===== config.mk =====
export PLATFORM = sky130hd
export DESIGN_NAME = ps2_mouse_packet_tracker
export DESIGN_NICKNAME = d
export VERILOG_FILES = /design/src/hw/rtl/pmt_pkg.sv /design/src/hw/rtl/pmt_fifo.sv /design/src/hw/rtl/pmt_front.sv /design/src/hw/rtl/pmt_back.sv /design/src/hw/rtl/ps2_mouse_packet_tracker.sv
export VERILOG_INCLUDE_DIRS = /design/src /design/src/hw/rtl
export SDC_FILE = /design/constraint.sdc
export NUM_CORES = 1
export LEC_CHECK = 0
export BUFFER_PORTS_ARGS = -buffer_cell sky130_fd_sc_hd__buf_2
export CORE_UTILIZATION = 61
export DETAILED_ROUTE_END_ITERATION = 7
export PLACE_DENSITY_LB_ADDON = 0.08
export SLEW_MARGIN = 30
export SYNTH_ARGS = -nofsm -noshare
export SYNTH_HDL_FRONTEND = slang
export SYNTH_SLANG_ARGS = --single-unit

===== constraint.sdc =====
create_clock -name clk -period 6.82 [get_ports clk]
set_clock_uncertainty 0.1 [all_clocks]
set_input_delay 0.682 -clock clk [delete_from_list [all_inputs] [get_ports clk]]
set_output_delay 0.682 -clock clk [all_outputs]
set_load 0.01 [all_outputs]

===== src/hw/rtl/assert_macros.svh =====
// Assertion macros used by the top level of the mouse packet tracker.
// Standalone header; it relies on no other file.
`ifndef ASSERT_MACROS_SVH
`define ASSERT_MACROS_SVH

// Same-cycle implication, checked only while out of reset.
`define PMT_ASSERT_NOW(lbl, clk, rst_n, ante, cons) \
  lbl: assert property (@(posedge clk) disable iff (!rst_n) (ante) |-> (cons)) \
    else $error("same-cycle check failed");

// Next-cycle implication, checked only while out of reset.
`define PMT_ASSERT_NEXT(lbl, clk, rst_n, ante, cons) \
  lbl: assert property (@(posedge clk) disable iff (!rst_n) (ante) |=> (cons)) \
    else $error("next-cycle check failed");

`endif


===== src/hw/rtl/pmt_pkg.sv =====
// Shared types and constants of the mouse packet tracker.
// Used by the front, the back and the top level; depends on nothing.
package pmt_pkg;

  // Width of the configuration data and of the screen limits.
  localparam int CFG_W = 15;
  // Width of the signed position sum; leaves room for carry and sign.
  localparam int SUM_W = CFG_W + 2;
  localparam int CFG_IDX_W = 2;

  // Configuration register indexes.
  localparam logic [CFG_IDX_W-1:0] CFG_IDX_CLAMP  = 2'd0;
  localparam logic [CFG_IDX_W-1:0] CFG_IDX_WIDTH  = 2'd1;
  localparam logic [CFG_IDX_W-1:0] CFG_IDX_HEIGHT = 2'd2;

  // Reset values of the configuration registers.
  localparam logic [CFG_W-1:0] WIDTH_RST  = 15'd1024;
  localparam logic [CFG_W-1:0] HEIGHT_RST = 15'd768;

  // Status byte bits that flag an X or Y overflow.
  localparam logic [7:0] STATUS_OVF_MASK = 8'hC0;
  localparam int STATUS_SIGN_X = 4;
  localparam int STATUS_SIGN_Y = 5;

  // Position of the next byte within a packet.
  typedef enum logic [1:0] {
    SLOT_STATUS = 2'd0,
    SLOT_XDELTA = 2'd1,
    SLOT_YDELTA = 2'd2
  } slot_t;

  // A complete, non-overflow packet handed from front to back.
  typedef struct packed {
    logic       sign_x;
    logic       sign_y;
    logic [7:0] dx;
    logic [7:0] dy;
  } pkt_t;

  // Configuration as seen by the position unit.
  typedef struct packed {
    logic             clamp;
    logic [CFG_W-1:0] width;
    logic [CFG_W-1:0] height;
  } cfg_t;

endpackage


===== src/hw/rtl/pmt_fifo.sv =====
// Small first-in first-out queue with a show-ahead read port.
// Generic; used between front and back and on the result side.
module pmt_fifo #(
  parameter int WIDTH = 18,
  parameter int DEPTH = 2
) (
  input  logic             clk,
  input  logic             rst_n,
  input  logic             push,
  input  logic [WIDTH-1:0] wdata,
  output logic             full,
  input  logic             pop,
  output logic [WIDTH-1:0] rdata,
  output logic             empty
);
  // DEPTH must be a power of two so that the pointers wrap by themselves.
  localparam int PTR_W = (DEPTH > 1) ? $clog2(DEPTH) : 1;
  localparam int CNT_W = $clog2(DEPTH + 1);

  logic [WIDTH-1:0] mem_r [DEPTH];
  logic [PTR_W-1:0] wr_ptr_r, wr_ptr_nxt;
  logic [PTR_W-1:0] rd_ptr_r, rd_ptr_nxt;
  logic [CNT_W-1:0] count_r, count_nxt;
  logic             do_push, do_pop;

  assign full    = (count_r == CNT_W'(DEPTH));
  assign empty   = (count_r == '0);
  assign do_push = push && !full;
  assign do_pop  = pop && !empty;
  assign rdata   = mem_r[rd_ptr_r];

  // Pointer and fill count update.
  always_comb begin
    wr_ptr_nxt = do_push ? wr_ptr_r + 1'b1 : wr_ptr_r;
    rd_ptr_nxt = do_pop ? rd_ptr_r + 1'b1 : rd_ptr_r;
    count_nxt  = count_r;
    if (do_push && !do_pop) begin
      count_nxt = count_r + 1'b1;
    end else if (do_pop && !do_push) begin
      count_nxt = count_r - 1'b1;
    end
  end

  always_ff @(posedge clk) begin
    if (!rst_n) begin
      wr_ptr_r <= '0;
      rd_ptr_r <= '0;
      count_r  <= '0;
    end else begin
      wr_ptr_r <= wr_ptr_nxt;
      rd_ptr_r <= rd_ptr_nxt;
      count_r  <= count_nxt;
    end
  end

  // Entry storage; needs no reset.
  always_ff @(posedge clk) begin
    if (do_push) begin
      mem_r[wr_ptr_r] <= wdata;
    end
  end

endmodule


===== src/hw/rtl/pmt_front.sv =====
// Front part: gathers mouse bytes into packets and drops overflow packets.
// Depends on pmt_pkg for the slot type and the packet struct.
module pmt_front (
  input  logic          clk,
  input  logic          rst_n,
  input  logic          byte_valid,
  input  logic [7:0]    data_byte,
  output logic          pkt_push,
  output pmt_pkg::pkt_t pkt_data,
  output logic [1:0]    slot
);
  import pmt_pkg::*;

  slot_t      slot_r, slot_nxt;
  logic [7:0] status_r, xdelta_r;
  logic       take_status, take_xdelta, take_ydelta;

  assign slot = slot_r;

  // Next slot: the packet framing is purely positional.
  always_comb begin
    slot_nxt = slot_r;
    if (byte_valid) begin
      unique case (slot_r)
        SLOT_STATUS: slot_nxt = SLOT_XDELTA;
        SLOT_XDELTA: slot_nxt = SLOT_YDELTA;
        default:     slot_nxt = SLOT_STATUS;
      endcase
    end
  end

  // Outputs of the slot machine: which byte is captured, and the packet push.
  always_comb begin
    take_status = 1'b0;
    take_xdelta = 1'b0;
    take_ydelta = 1'b0;
    unique case (slot_r)
      SLOT_STATUS: take_status = byte_valid;
      SLOT_XDELTA: take_xdelta = byte_valid;
      default:     take_ydelta = byte_valid;
    endcase
  end

  assign pkt_push        = take_ydelta && ((status_r & STATUS_OVF_MASK) == 8'h00);
  assign pkt_data.sign_x = status_r[STATUS_SIGN_X];
  assign pkt_data.sign_y = status_r[STATUS_SIGN_Y];
  assign pkt_data.dx     = xdelta_r;
  assign pkt_data.dy     = data_byte;

  always_ff @(posedge clk) begin
    if (!rst_n) begin
      slot_r   <= SLOT_STATUS;
      status_r <= '0;
      xdelta_r <= '0;
    end else begin
      slot_r <= slot_nxt;
      if (take_status) begin
        status_r <= data_byte;
      end
      if (take_xdelta) begin
        xdelta_r <= data_byte;
      end
    end
  end

endmodule


===== src/hw/rtl/pmt_back.sv =====
// Back part: applies packet deltas to the cursor position with saturation.
// Depends on pmt_pkg for the packet and configuration structs.
module pmt_back #(
  parameter int COORD_BITS = 15
) (
  input  logic                  clk,
  input  logic                  rst_n,
  input  pmt_pkg::cfg_t         cfg,
  input  logic                  pkt_empty,
  input  pmt_pkg::pkt_t         pkt_data,
  output logic                  pkt_pop,
  input  logic                  res_full,
  output logic                  res_push,
  output logic [COORD_BITS-1:0] res_x,
  output logic [COORD_BITS-1:0] res_y
);
  import pmt_pkg::*;

  localparam logic [CFG_W-1:0] COORD_MAX = CFG_W'((1 << COORD_BITS) - 1);

  logic [COORD_BITS-1:0] pos_x_r, pos_x_nxt;
  logic [COORD_BITS-1:0] pos_y_r, pos_y_nxt;
  logic signed [SUM_W-1:0] dx_ext, dy_ext, sum_x, sum_y;
  logic [CFG_W-1:0] top_x, top_y;
  logic [CFG_W-1:0] sat_x, sat_y;
  logic fire;

  // Clip a signed sum into the range zero to top.
  function automatic logic [CFG_W-1:0] sat_axis(input logic signed [SUM_W-1:0] v,
                                                input logic [CFG_W-1:0] top);
    logic [CFG_W-1:0] res;
    if (v < 0) begin
      res = '0;
    end else if (v > $signed({2'b00, top})) begin
      res = top;
    end else begin
      res = v[CFG_W-1:0];
    end
    return res;
  endfunction

  // One packet is retired per cycle while there is room for the result.
  assign fire     = !pkt_empty && !res_full;
  assign pkt_pop  = fire;
  assign res_push = fire;

  // Nine-bit deltas; Y is negated so that it grows downward.
  always_comb begin
    dx_ext = {{(SUM_W-8){pkt_data.sign_x}}, pkt_data.dx};
    dy_ext = -$signed({{(SUM_W-8){pkt_data.sign_y}}, pkt_data.dy});
    sum_x  = $signed({{(SUM_W-COORD_BITS){1'b0}}, pos_x_r}) + dx_ext;
    sum_y  = $signed({{(SUM_W-COORD_BITS){1'b0}}, pos_y_r}) + dy_ext;
    top_x  = (cfg.clamp && (cfg.width < COORD_MAX)) ? cfg.width : COORD_MAX;
    top_y  = (cfg.clamp && (cfg.height < COORD_MAX)) ? cfg.height : COORD_MAX;
  end

  assign sat_x     = sat_axis(sum_x, top_x);
  assign sat_y     = sat_axis(sum_y, top_y);
  assign pos_x_nxt = sat_x[COORD_BITS-1:0];
  assign pos_y_nxt = sat_y[COORD_BITS-1:0];
  assign res_x     = pos_x_nxt;
  assign res_y     = pos_y_nxt;

  always_ff @(posedge clk) begin
    if (!rst_n) begin
      pos_x_r <= '0;
      pos_y_r <= '0;
    end else if (fire) begin
      pos_x_r <= pos_x_nxt;
      pos_y_r <= pos_y_nxt;
    end
  end

endmodule


===== src/hw/rtl/ps2_mouse_packet_tracker.sv =====
// PS/2 mouse packet tracker, top level.
// Byte stream in, cursor position out. Uses pmt_pkg, pmt_front, pmt_fifo,
// pmt_back and assert_macros.svh.
//
// Input channel: one mouse byte per beat on in_data_byte, taken when
// in_push is high and in_full is low. Bytes group into three-byte packets
// purely by position (status, X delta, Y delta); there is no resync.
// Result channel: after each packet without overflow flags one beat with
// the new cursor position appears; it waits while out_empty is low and
// leaves at an edge where out_pop is high. Overflow packets give no beat.
// Configuration: cfg_index/cfg_data beats, always ready, one register per
// beat (0 clamp enable, 1 screen width, 2 screen height); index 3 is ignored.
// Throughput: one byte per cycle while in_full is low. A packet is written
// into the packet queue as its third byte is taken; the position unit
// computes from the head of that queue and writes the new position into
// the result queue, from which it can be popped.
// Stalls: if out_pop stays low, the two-entry result queue and then the
// two-entry packet queue fill, and in_full rises until a result leaves.
// Reset (synchronous, rst_n low) empties both queues, restarts framing at
// the status byte, sets the cursor to the origin and the registers to
// clamp off, width 1024, height 768.
`include "assert_macros.svh"

module ps2_mouse_packet_tracker #(
  parameter int COORD_BITS = 15
) (
  input  logic                           clk,
  input  logic                           rst_n,
  input  logic                           in_push,
  output logic                           in_full,
  input  logic [7:0]                     in_data_byte,
  output logic                           out_empty,
  input  logic                           out_pop,
  output logic [COORD_BITS-1:0]          out_cursor_x,
  output logic [COORD_BITS-1:0]          out_cursor_y,
  input  logic                           cfg_valid,
  output logic                           cfg_ready,
  input  logic [pmt_pkg::CFG_IDX_W-1:0]  cfg_index,
  input  logic [pmt_pkg::CFG_W-1:0]      cfg_data
);
  import pmt_pkg::*;

  localparam int PKT_W = $bits(pkt_t);
  localparam int RES_W = 2 * COORD_BITS;

  cfg_t cfg_r;
  logic in_beat, cfg_beat;
  logic pkt_push, pkt_full, pkt_pop, pkt_empty;
  pkt_t pkt_wdata, pkt_rdata;
  logic [PKT_W-1:0] pkt_rbits;
  logic [1:0] slot;
  logic res_push, res_full;
  logic [COORD_BITS-1:0] res_x, res_y;
  logic [RES_W-1:0] res_rbits;

  assign cfg_ready = 1'b1;
  assign cfg_beat  = cfg_valid && cfg_ready;
  assign in_full   = pkt_full;
  assign in_beat   = in_push && !in_full;

  // Configuration registers.
  always_ff @(posedge clk) begin
    if (!rst_n) begin
      cfg_r.clamp  <= 1'b0;
      cfg_r.width  <= WIDTH_RST;
      cfg_r.height <= HEIGHT_RST;
    end else if (cfg_beat) begin
      case (cfg_index)
        CFG_IDX_CLAMP:  cfg_r.clamp  <= cfg_data[0];
        CFG_IDX_WIDTH:  cfg_r.width  <= cfg_data;
        CFG_IDX_HEIGHT: cfg_r.height <= cfg_data;
        default:        ;
      endcase
    end
  end

  // Packet framing and overflow filtering.
  pmt_front u_front (
    .clk        (clk),
    .rst_n      (rst_n),
    .byte_valid (in_beat),
    .data_byte  (in_data_byte),
    .pkt_push   (pkt_push),
    .pkt_data   (pkt_wdata),
    .slot       (slot)
  );

  // Packet queue between front and back.
  pmt_fifo #(
    .WIDTH (PKT_W),
    .DEPTH (2)
  ) u_pkt_q (
    .clk   (clk),
    .rst_n (rst_n),
    .push  (pkt_push),
    .wdata (pkt_wdata),
    .full  (pkt_full),
    .pop   (pkt_pop),
    .rdata (pkt_rbits),
    .empty (pkt_empty)
  );

  assign pkt_rdata = pkt_rbits;

  // Cursor update.
  pmt_back #(
    .COORD_BITS (COORD_BITS)
  ) u_back (
    .clk       (clk),
    .rst_n     (rst_n),
    .cfg       (cfg_r),
    .pkt_empty (pkt_empty),
    .pkt_data  (pkt_rdata),
    .pkt_pop   (pkt_pop),
    .res_full  (res_full),
    .res_push  (res_push),
    .res_x     (res_x),
    .res_y     (res_y)
  );

  // Result queue toward the consumer.
  pmt_fifo #(
    .WIDTH (RES_W),
    .DEPTH (2)
  ) u_res_q (
    .clk   (clk),
    .rst_n (rst_n),
    .push  (res_push),
    .wdata ({res_x, res_y}),
    .full  (res_full),
    .pop   (out_pop),
    .rdata (res_rbits),
    .empty (out_empty)
  );

  assign out_cursor_x = res_rbits[RES_W-1:COORD_BITS];
  assign out_cursor_y = res_rbits[COORD_BITS-1:0];

  // The front only completes a packet while the packet queue has room.
  `PMT_ASSERT_NOW(a_pkt_no_overrun, clk, rst_n, pkt_push, !pkt_full)
  // The back never writes a result into a full result queue.
  `PMT_ASSERT_NOW(a_res_no_overrun, clk, rst_n, res_push, !res_full)
  // With nothing queued and no byte arriving, no result may appear.
  `PMT_ASSERT_NEXT(a_no_phantom, clk, rst_n, !in_push && pkt_empty && out_empty, out_empty)
  // A byte taken at the status slot never produces a packet.
  `PMT_ASSERT_NOW(a_status_no_push, clk, rst_n, in_beat && (slot == SLOT_STATUS), !pkt_push)

endmodule

==> results of run 1 <==
==> power by group through the flow <==
stage	clock network [mW]	registers, mW	logic (mW)
after floorplan	0	1.57	1.60
after CTS	0.962	1.60	2.14
after global placement	0	1.62	2.05
final	0.960	1.61	2.17
after global routing	1.00	1.63	2.38
after detailed placement	0	1.63	2.12
==> stage by stage <==
stage | instance area [sq um] | hold slack [ns] | std cells | setup WS (ns) | power (mW)
finish | 10600 | 0.351 | 1168 | 1.24 | 4.73
global route | 10600 | 0.340 | 1168 | 0.759 | 5.01
CTS | 10600 | 0.343 | 1168 | 1.31 | 4.71
detailed placement | 9980 | 0.345 | 1136 | 1.33 | 3.75
floorplan | 9530 | 0.325 | 907 | 1.81 | 3.17
global placement | 9980 | 0.336 | 1136 | 1.46 | 3.67
==> registers in the layout, summed over array words and instances, names as in the netlist, named ones only <==
name and cells:
u_front.slot 2, u_front.status_r 4, u_pkt_q.count_r 2, u_res_q.rd_ptr_r 1, u_pkt_q.wr_ptr_r 1, u_front.xdelta_r 8
u_res_q.wr_ptr_r 1, u_back.pos_y_r 15, cfg_r 31, u_pkt_q.mem_r 36, u_res_q.count_r 2, u_res_q.mem_r 60
u_pkt_q.rd_ptr_r 1, u_back.pos_x_r 15
==> worst max-delay path by stage <==
stage,startpoint,to,slack (ns),cells past startpoint
global route,flip-flop,u_res_q.mem_r[1][3],0.76,18
detailed placement,flip-flop,u_res_q.mem_r[0][13],1.33,18
CTS,flip-flop,u_res_q.mem_r[0][2],1.31,18
global placement,flip-flop,u_res_q.mem_r[0][25],1.46,15
finish,flip-flop,u_res_q.mem_r[1][4],1.24,18
floorplan,flip-flop,u_res_q.mem_r[0][10],1.81,22
==> synthesized netlist by cell type, types with 6 or more instances <==
master | n | area [sq um]
edfxtp_1 | 96 | 2880
nor2b_1 | 17 | 106
o21a_1 | 7 | 52.6
clkbuf_1 | 21 | 78.8
dfxtp_1 | 85 | 1700
nand2_1 | 109 | 409
xnor2_1 | 21 | 184
nor2_1 | 72 | 270
a31oi_1 | 6 | 37.5
a211oi_1 | 7 | 52.6
o21ai_0 | 24 | 120
xor2_1 | 7 | 61.3
mux2_2 | 45 | 507
a21o_1 | 11 | 82.6
nand2b_1 | 19 | 119
nand3_1 | 10 | 50.1
a21boi_0 | 32 | 240
nor3_1 | 10 | 50.1
o21ai_1 | 24 | 120
nand4_1 | 14 | 87.6
mux2i_1 | 45 | 450
and2_1 | 13 | 81.3
ha_1 | 62 | 776
or2_2 | 8 | 50.1
inv_1 | 43 | 161
a21oi_1 | 28 | 140
==> layout make-up <==
class / count / area share [%]
Sequential cell: 181 / 43.3
Tap cell: 188 / 2.22
Timing Repair Buffer: 70 / 3.53
Clock buffer: 18 / 4.15
Multi-Input combinational cell: 654 / 43.9
Clock inverter: 14 / 1.30
Inverter: 43 / 1.53
==> placed cells by master, fill, tap and decap left out, types with 14 or more instances in the layout <==
cell and n:
mux2i_1 45, clkbuf_16 17, mux2_2 45, edfxtp_1 96, dfxtp_1 85, nor2_1 71, nand2_1 109, o21ai_0 24
nor2b_1 17, a21boi_0 32, xnor2_1 21, nand4_1 14, a21oi_1 28, inv_1 43, nand2b_1 19, ha_1 62
buf_2 61, o21ai_1 24
==> worst max-delay path: stages (launching register included) <==
cell      delay (ns)
dfxtp_1         0.66
mux2_2          0.26
ha_1            0.16
inv_1           0.06
fa_1            0.43
a211oi_1        0.22
nor2_1          0.13
o31ai_1         0.36
a21oi_1         0.19
a31o_2          0.29
xor2_1          0.16
ha_1            0.31
nand3_1         0.12
nor4_1          0.41
nand2_1         0.10
mux2_1          0.30
a31o_1          0.50
mux2i_1         0.44
nor2_1          0.11
==> cells by family after synthesis <==
group                    count (synthesis)
AO/OA/AOI/OAI                          175
XOR/XNOR                                28
flip-flops                             181
adder cells (fa/ha/maj)                 64
other                                    1
AND/OR/NAND/NOR                        293
multiplexers                            93
buffers and inverters                   72
==> metal layers <==
layer  track usage (%)  up-vias
met5                 0        -
met4              7.91        0
met3              6.03       24
met2              44.6      242
met1              42.9     3346
li1                  -     3362
==> key figures, run 1 <==
Logic synthesis
  – Post-synthesis compound-gate area fraction: 12.3%
  – Multiplexer share of the synthesized area: 10.5%
  – Syn_nets: about 1000
  – Adder-cell share of the synthesized area: 8.56%
  – Largest family of logic cells by synthesized area: simple AND/OR/NAND/NOR gates
  – Post-synth EDFFs: 96
  – Primary FF master, synth: edfxtp_1
  – Synth cell types: 70
  – Synth Instances: roughly 900
  – Yosys warns: 0
  – Post-Syn Area: 9530 sq um
  – Post-Synth XOR/XNOR Area: under 10%
  – Ys async rst share: 0%
  – Post-synthesis simple-gate area fraction: 14.6%
  – Syn Area/Cell: around 11 sq um
  – Synth Register Bits: 181
  – Sequential cell area fraction in the yosys report: 48.1%

Placed design
  – Gp weighted congestion: 0.985
  – HPWL Detailed: 17.0 mm
  – PortBufs: 61

Clock tree
  – Max Buffers Root-to-Sink: 2
  – Setup bufs post-CTS: 0
  – Reg clk slew, reported paths: 0.07 ns
  – CTS tree: done
  – CTS resizes: 0
  – Post-CTS Hold Fix Bufs: 0
  – Sink Count: 181
  – H-tree levels: 4
  – Total CTS buffers: 17
  – Skew-Pair Late Insertion Delay: 0.44 ns
  – Root buf cell: clkbuf_16

Routing
  – Uppermost layer routed: met4
  – WL per Instance: 19.3 um
  – DRC violations left: 0
  – 1st-iter DRT viols: 571
  – Via density: 5.97
  – Total Routed Length: 22.5 mm
  – Met3 wire len: 1.64 mm
  – Met1 Wirelength: 10.7 mm
  – Router iterations before antenna repair: 5
  – Routed met2 length: ~10 mm
  – Antenna Nets Post-Route: 0
  – Total number of vias: 6974

Finish
  – Layout fillers: 1149
  – ANT cells: 0
  – Layout cell share with drive strength beyond 1: 18.0%
  – Syn-to-layout area delta: 11.0%
  – Area of the multi-input gates: 4650 sq um
  – Nets: 1061
  – Reg area: 4580 sq um
  – Fin util: a little over two thirds

Job
  – Max cap viols: 0

Timing
  – Setup TNS: 0 ns
  – Relative slew slack: 39.2%
  – Final setup violating endpoints: 0
  – Fin crit share: around four fifths
  – Final worst path period need: between 5 and 6 ns
  – Fin. max-slew vios: 0
  – Final Hold Fails: 0
  – Achievable frequency: 179 MHz
  – Worst-Margin Slew: 0.905 ns
  – RSZ-0062 raised after global routing: no

Worst setup path
  – Max Fanout on Critical Path: 14
  – WP data arrival: 5.65 ns
  – Worst r2r dst: u_res_q.mem_r[1][4]
  – Reg2Reg Setup Slack: 1.24 ns
  – Worst Setup End Kind: flip-flop
  – CP Launch Type: flip-flop
  – WS Path Type: reg2reg
  – Worst Path Required: 6.89 ns
  – FF-to-FF path depth: 18

Power and ir drop
  – Power per Cell Area: 447 nW/um^2
  – Cell Int Power: ~2.8 mW
  – Leakage: approximately 4.4 nW
  – VDD IR max: 188 uV
  – Sw Ratio: 39.8%
  – Clock Power Share: between 20% and 30%
  – Switching Power: around 1.9 mW
  – Comb pwr share: 45.8%
  – Reg power frac: 33.9%

GRT
  – Largest net degree at the start of global routing: 58
  – Initial antenna violation count: 0
  – Total grt overflow: 0
  – Vias in the first global route: 6722
  – Total Routing Usage GR: 29.4%
  – First-pass GRT wire length: 35.6 mm

Floorplan
  – Initial Utilization: 62.7%
  – Die area: 16100 sq um
  – Die X: 127 um
  – Die span in y: 127 um
  – I/O pins: 63
  – Core region area: 15200 sq um
  – Row count: 45

Worst hold path
  – Worst Hold End: u_pkt_q.mem_r[0][1]
  – Hold Path Depth: 1
  – Worst min path class: in2reg
  – Min-delay src: in_data_byte[1]

Outcome
  – Status: complete, no violations
Note: power is estimated with default switching activity, not from simulation.
==> run 2, diff against run 1 <==
--- a/config.mk
+++ b/config.mk
@@ -6,8 +6,9 @@
 export SDC_FILE = /design/constraint.sdc
 export NUM_CORES = 1
 export LEC_CHECK = 0
+export ABC_AREA = 1
 export BUFFER_PORTS_ARGS = -buffer_cell sky130_fd_sc_hd__buf_2
-export CORE_UTILIZATION = 61
+export CORE_UTILIZATION = 55
 export DETAILED_ROUTE_END_ITERATION = 7
 export PLACE_DENSITY_LB_ADDON = 0.08
 export SLEW_MARGIN = 30
==> constraint.sdc (replaced) <==
create_clock -name clk -period 4.5 [get_ports clk]
set_clock_uncertainty 0.1 [all_clocks]
set_input_delay 0.45 -clock clk [delete_from_list [all_inputs] [get_ports clk]]
set_output_delay 0.45 -clock clk [all_outputs]
set_load 0.01 [all_outputs]
==> key figures, run 2 <==
Clock tree
  – Post-CTS Hold Fix Bufs: 0 (unchanged)
  – CTS tree: done
  – Reg clk slew, reported paths: 0.08 ns (about the same)
  – Root buf cell: clkbuf_16
  – Skew-Pair Late Insertion Delay: 0.43 ns (about the same)
  – H-tree levels: 4 (unchanged)
  – Total CTS buffers: 17 (unchanged)
  – Max Buffers Root-to-Sink: 2 (unchanged)
  – Sink Count: 181 (unchanged)

Finish
  – Syn-to-layout area delta: 11.9%
  – Regs by FF count: u_res_q.mem_r x60, u_pkt_q.mem_r x36, cfg_r x31
  – Fin util: 63.0% (-6.5 points)
  – Max FFs per register: 60 (unchanged)
  – Most frequent cells in the layout: inv_1 (134), nand2_1 (131), nor2_1 (113), edfxtp_1 (96), dfxtp_1 (85)
  – Biggest register: u_res_q.mem_r
  – Nets: 1222 (+15%)
  – Layout cell share with drive strength beyond 1: 18.9% (+0.97 points)
  – Commonest non-fill, non-tap cell in the layout: inv_1
  – Fin cells: 1366 (+17%)
  – ANT cells: 0 (unchanged)
  – Final Cell Area: 10900 sq um (+3.1%)

Logic synthesis
  – Top-area cell type share of the netlist area: 29.6% (-0.67 points)
  – Most numerous cell in the Yosys netlist: inv_1
  – Post-Syn Area: 9740 sq um (+2.3%)
  – Leading area contributor after synthesis: edfxtp_1
  – Synth cell types: 47 (-33%)
  – Syn_nets: 1165 (+16%)
  – Sequential cell area fraction in the yosys report: 47.0% (-1.1 points)
  – Syn Area/Cell: 9.10 sq um (-13%)
  – Synth cell count leaders: inv_1 (135), nand2_1 (131), nor2_1 (116), edfxtp_1 (96), dfxtp_1 (85)
  – Yosys warns: 0 (unchanged)
  – Synth top area cells: edfxtp_1 (30%), dfxtp_1 (17%), ha_1 (8.0%)
  – Primary FF master, synth: edfxtp_1
  – Ys async rst share: 0% (unchanged)
  – Synth Register Bits: 181 (unchanged)
  – Post-synth EDFFs: 96 (unchanged)
  – Synth Instances: 1071 (+18%)

Timing
  – Worst-Margin Slew: 0.933 ns (+0.0280 ns)
  – Final Worst Setup Slack: 0.297 ns (-0.944 ns)
  – Relative slew slack: 37.7% (-1.5 points)
  – Achievable frequency: 238 MHz (+33%)
  – Final setup violating endpoints: 0 (unchanged)
  – Final worst path period need: 4.20 ns (-1.38 ns)
  – Fin crit share: 93.4% (+12 points)
  – Fin. max-slew vios: 0 (unchanged)
  – Setup TNS: 0 ns (unchanged)
  – Final Hold Fails: 0 (unchanged)

Worst setup path
  – CP Launch Type: flip-flop
  – Last element of the critical path: u_res_q.mem_r[0][0]
  – Worst Path Required: 4.58 ns (-2.31 ns)
  – Max Fanout on Critical Path: 16 (+2)
  – Max incr delay on CP: 0.63 ns (-0.03 ns)
  – Critical path depth: 21 (+3)
  – Crit-path slowest cell: o21ai_2
  – Crit path cell chain: buf_4 -> o21ai_2 -> ha_1 -> a21oi_1 -> o21a_2 -> nand3_2 -> nand3_2 -> nand2_2 -> xor2_1 -> inv_1 -> ha_1 -> nand2_1 -> inv_1 -> nand2_1 -> clkinv_1 -> nand3_1 -> nand2_4 -> nand2_4 -> nand2_2 -> nand3_2 -> inv_1
  – Worst Setup End Kind: flip-flop
  – Reg2Reg Setup Slack: 0.30 ns (-0.94 ns)
  – Worst r2r dst: u_res_q.mem_r[0][0]
  – FF-to-FF path depth: 21 (+3)
  – WP data arrival: 4.28 ns (-1.37 ns)
  – Family with the most delay on the worst path: simple AND/OR/NAND/NOR gates
  – WS Path Type: reg2reg
  – Worst Path Buf+Inv: 5 (+4)

Routing
  – Total number of vias: 7406 (+6.2%)
  – DRC violations left: 0 (unchanged)
  – Router iterations before antenna repair: 7 (+2)
  – Antenna Nets Post-Route: 0 (unchanged)
  – Via density: 5.42 (-9.2%)
  – 1st-iter DRT viols: 445 (-22%)
  – Total Routed Length: 22.4 mm (-0.51%)
  – WL per Instance: 16.4 um (-15%)

Floorplan
  – Die span in y: 135 um (+6.4%)
  – Die X: 135 um (+6.4%)
  – Core region area: 17300 sq um (+14%)
  – Die area: 18300 sq um (+13%)
  – Row count: 48 (+6.7%)
  – I/O pins: 63 (unchanged)
  – Initial Utilization: 56.3% (-6.3 points)

Worst hold path
  – Worst min path class: in2reg

Placed design
  – Gp weighted congestion: 0.920 (-6.6%)
  – HPWL Detailed: 16.5 mm (-3.0%)
  – PortBufs: 61 (unchanged)
  – Placement Cell Area: 10200 sq um (+2.6%)
  – Inst Count DP: 1333 (+17%)
  – Worst slack at placement: 0.290 ns (-1.04 ns)

Power and ir drop
  – Clock Power Share: 17.4% (-2.9 points)
  – VDD IR max: 407 uV (+120%)
  – Reg power frac: 29.8% (-4.1 points)
  – Switching Power: 3.93 mW (+110%)
  – Power per Cell Area: 802 nW/um^2 (+79%)
  – Cell Int Power: 4.81 mW (+69%)
  – Leakage: 4.85 nW (+10%)
  – Comb pwr share: 52.8% (+7.0 points)
  – Sw Ratio: 44.9% (+5.2 points)

GRT
  – First-pass GRT wire length: 35.2 mm (-1.0%)
  – Grt peak-use layer: met1
  – Vias in the first global route: 6789 (+1.0%)
  – Total grt overflow: 0 (unchanged)
  – Met3 Resource Use GR: 4.80% (-1.2 points)
  – Total Routing Usage GR: 25.5% (-3.9 points)
  – Largest net degree at the start of global routing: 66 (+14%)
  – M1 GR Usage: 38.1% (-4.8 points)
  – Routing usage on met2: 36.8% (-7.9 points)
  – Initial antenna violation count: 0 (unchanged)

Job
  – Max cap viols: 0 (unchanged)

Outcome
  – Status: complete, no violations
## run 2: cell types whose count changed in the layout (fill, tap and decap cells not counted), sizes merged, moves of 12 or more
cell,before,now
inv,50,143
nand3,10,81
a21oi,28,88
nor2,72,118
o21ai,48,90
nand2,109,149
mux2i,45,7
a21boi,32,1
nand2b,19,0
nor2b,17,0
and2,13,0
a21o,12,0
## run 2: worst min path at each step
stage,start,endpoint,depth (start not counted)
2_1_floorplan,u_front.xdelta_r[2],u_pkt_q.mem_r[0][10],0
3_3_place_gp,u_pkt_q.rd_ptr_r,u_pkt_q.rd_ptr_r,1
3_5_place_dp,u_pkt_q.rd_ptr_r,u_pkt_q.rd_ptr_r,1
4_1_cts,in_data_byte[1],u_pkt_q.mem_r[0][1],1
5_1_grt,in_data_byte[1],u_pkt_q.mem_r[0][1],1
6_report,in_data_byte[1],u_pkt_q.mem_r[0][1],1
## run 2: routing by layer
layer	wire [um]	vias to the layer above	part of all wire, %
met2	9300	211	42
met3	1470	29	6.6
met1	11200	3426	50
met5	0	-	0
met4	432	0	1.9
li1	-	3740	-
## run 2: logic make-up after synthesis
group | after synthesis | share of synthesized area, %
xor+xnor | 25 | 2.59
simple gates | 388 | 18.5
fa+ha+maj | 64 | 8.37
other cells | 1 | 0.0385
flops | 181 | 47.0
compound gates | 192 | 11.0
mux | 46 | 5.23
buf+inv | 174 | 7.22
## run 2: what timing repair did
item | CTS | global route
endpoints found under the setup margin | 0 | 45
gates resized for setup | 0 | 5
setup buffers | 0 | 0
## run 2: cell type report
class / instances / area [sq um]
multi-input cells: 717 / 4510
clock buffers: 17 / 425
inverters: 138 / 520
fillers: 1479 / 6390
repair buffers: 73 / 395
clock inverters: 15 / 183
flip-flops and latches: 181 / 4580
well taps: 225 / 282
## run 2: power by group through the flow
stage | registers, mW | logic (mW) | clock network (mW)
2_1_floorplan | 2.56 | 3.45 | 0
3_3_place_gp | 2.63 | 4.43 | 0
3_5_place_dp | 2.63 | 4.50 | 0
4_1_cts | 2.60 | 4.54 | 1.54
5_1_grt | 2.64 | 5.17 | 1.61
6_report | 2.60 | 4.62 | 1.52
## run 2: per-stage QoR
| step | power, mW | hold slack (ns) |
|---|---|---|
| after detailed placement | 7.14 | 0.343 |
| after global routing | 9.42 | 0.109 |
| after global placement | 7.05 | 0.335 |
| final | 8.74 | 0.118 |
| after floorplan | 6.01 | 0.320 |
| after CTS | 8.67 | 0.108 |
==> run 3, diff against run 2 <==
==> constraint.sdc (replaced) <==
create_clock -name clk -period 4.5 [get_ports clk]
set_clock_uncertainty 0.1 [all_clocks]
set_input_delay 0.225 -clock clk [delete_from_list [all_inputs] [get_ports clk]]
set_output_delay 0.225 -clock clk [all_outputs]
set_load 0.01 [all_outputs]
==> key figures, run 3 (synthesis gave the netlist of run 2 again) <==
Outcome
  – Status: complete, no violations

Worst setup path
  – WP data arrival: 4.31 ns (+0.03 ns)
  – CP Launch Type: flip-flop
  – Crit-path slowest cell: fa_1
  – WS Path Type: reg2reg
  – Max incr delay on CP: 0.45 ns (-0.18 ns)
  – Worst Setup End Kind: flip-flop
  – Family with the most delay on the worst path: simple AND/OR/NAND/NOR gates
  – Crit path cell chain: buf_4 -> mux2_2 -> fa_1 -> nand3_1 -> nand2_1 -> a31o_2 -> xnor2_1 -> inv_1 -> ha_1 -> nand2_1 -> nor2_1 -> nand2_1 -> or2_2 -> nand3_1 -> a21oi_1 -> nand2_1 -> nand2_1 -> nand2_1 -> nand2_4 -> nand3_4 -> nand2_1 -> nand3_1 -> inv_1
  – Most frequent cell on the critical path: nand2_1
  – Max Fanout on Critical Path: 17 (+1)
  – Worst Path Buf+Inv: 3 (-2)
  – Worst Path Required: 4.59 ns (about the same)

Placed design
  – PortBufs: 61 (unchanged)
  – Placement Cell Area: 10200 sq um (unchanged)
  – Gp weighted congestion: 0.920 (unchanged)
  – HPWL Detailed: 16.5 mm (unchanged)
  – Inst Count DP: 1333 (unchanged)

Routing
  – 1st-iter DRT viols: 480 (+7.9%)
  – Antenna Nets Post-Route: 0 (unchanged)
  – Total Routed Length: 22.5 mm (+0.54%)
  – Router iterations before antenna repair: 5 (-2)
  – Via density: 5.39 (-0.54%)
  – Total number of vias: 7485 (+1.1%)
  – DRC violations left: 0 (unchanged)
  – WL per Instance: 16.2 um (-1.1%)

Clock tree
  – Reg clk slew, reported paths: 0.08 ns (about the same)
  – Skew-Pair Late Insertion Delay: 0.43 ns (about the same)
  – Total CTS buffers: 17 (unchanged)
  – Max Buffers Root-to-Sink: 2 (unchanged)
  – H-tree levels: 4 (unchanged)
  – CTS tree: done
  – Root buf cell: clkbuf_16
  – Setup bufs post-CTS: 0 (unchanged)
  – Sink Count: 181 (unchanged)

Job
  – Max cap viols: 0 (unchanged)

Timing
  – Final setup violating endpoints: 0 (unchanged)
  – Fin. max-slew vios: 0 (unchanged)
  – Relative slew slack: 38.9% (+1.2 points)
  – Final worst path period need: 4.22 ns (+0.0163 ns)
  – Tightest hold margin: 0.0212 ns (-0.0967 ns)
  – Worst-Margin Slew: 0.916 ns (-0.0176 ns)
  – Setup TNS: 0 ns (unchanged)
  – Final Hold Fails: 0 (unchanged)
  – Fin crit share: 93.8% (+0.36 points)
  – Achievable frequency: 237 MHz (-0.39%)

GRT
  – Initial antenna violation count: 0 (unchanged)
  – Total Routing Usage GR: 25.6% (+0.15 points)
  – Largest net degree at the start of global routing: 66 (unchanged)
  – Vias in the first global route: 6871 (+1.2%)
  – First-pass GRT wire length: 35.4 mm (+0.67%)
  – Total grt overflow: 0 (unchanged)

Finish
  – Fin cells: 1388 (+1.6%)
  – Regs by FF count: u_res_q.mem_r x60, u_pkt_q.mem_r x36, cfg_r x31
  – Layout fillers: 1453 (-1.8%)
  – Reg area: 4580 sq um (unchanged)
  – ANT cells: 0 (unchanged)
  – Biggest register: u_res_q.mem_r
  – Syn-to-layout area delta: 14.2%
  – Final Cell Area: 11100 sq um (+2.0%)
  – Layout cell share with drive strength beyond 1: 18.6% (-0.36 points)
  – Max FFs per register: 60 (unchanged)
  – Area of the multi-input gates: 4510 sq um (unchanged)
  – Most frequent cells in the layout: inv_1 (134), nand2_1 (131), nor2_1 (113), edfxtp_1 (96), dfxtp_1 (85)
  – Commonest non-fill, non-tap cell in the layout: inv_1
  – Nets: 1244 (+1.8%)

Floorplan
  – Die span in y: 135 um (unchanged)
  – Die area: 18300 sq um (unchanged)
  – Initial Utilization: 56.3% (unchanged)
  – I/O pins: 63 (unchanged)
  – Core region area: 17300 sq um (unchanged)
  – Row count: 48 (unchanged)
  – Die X: 135 um (unchanged)

Power and ir drop
  – Total power: 8.76 mW (+0.24%)
  – Power per Cell Area: 788 nW/um^2 (-1.7%)
  – VDD IR max: 408 uV (+0.18%)
  – Leakage: 4.94 nW (+1.9%)

Worst hold path
  – Worst min path class: in2reg
## run 3: worst paths after layout
| check | startpoint | endpoint | slack, ns | cells after the start |
|---|---|---|---|---|
| setup / recovery | flip-flop | u_res_q.mem_r[0][27] | 0.28 | 23 |
| hold / removal | cfg_index[0] | cfg_r[30] | 0.02 | 3 |
| setup reg to reg | flip-flop | u_res_q.mem_r[0][27] | 0.28 | 23 |
| hold reg to reg | u_pkt_q.rd_ptr_r | u_pkt_q.rd_ptr_r | 0.35 | 1 |
## run 3: where the power goes
group          internal [mW]  switching [mW]
combinational           1.62            3.01
sequential              2.40           0.204
clock                  0.800           0.720
total                   4.82            3.94
## run 3: through the flow
stage / setup WS, ns / utilization, %
final: 0.281 / 64.3
after global placement: 0.370 / 59.2
after global routing: -0.0127 / 64.3
after floorplan: 0.354 / -
after CTS: 0.268 / 64.0
after detailed placement: 0.290 / 59.2
## run 3: worst reg2reg max path, cell delays in order (launching register included)
cell     delay [ns]
dfxtp_1        0.36
buf_4          0.18
mux2_2         0.38
fa_1           0.45
nand3_1        0.09
nand2_1        0.12
a31o_2         0.23
xnor2_1        0.21
inv_1          0.07
ha_1           0.30
nand2_1        0.06
nor2_1         0.13
nand2_1        0.08
or2_2          0.27
nand3_1        0.09
a21oi_1        0.07
nand2_1        0.06
nand2_1        0.05
nand2_1        0.09
nand2_4        0.16
nand3_4        0.17
nand2_1        0.09
nand3_1        0.10
inv_1          0.07
## run 3: repair_timing
item,CTS,global route
setup endpoints to repair,0,45
resized for setup,0,5
hold buffers,22,0
hold endpoints to repair,45,0
## run 3: area by class of cell
| type | count | share of cell area, % |
|---|---|---|
| Clock inverter | 15 | 1.64 |
| Inverter | 138 | 4.68 |
| Clock buffer | 17 | 3.82 |
| Tap cell | 225 | 2.53 |
| Sequential cell | 181 | 41.2 |
| Timing Repair Buffer | 95 | 5.53 |
| Multi-Input combinational cell | 717 | 40.6 |
## run 3: routing by layer
layer	track usage, %	up-vias	wire [um]
met3	4.69	31	1580
met2	37.2	215	9360
met5	0	-	0
met1	38.2	3459	11100
met4	8.49	0	463
li1	-	3780	-
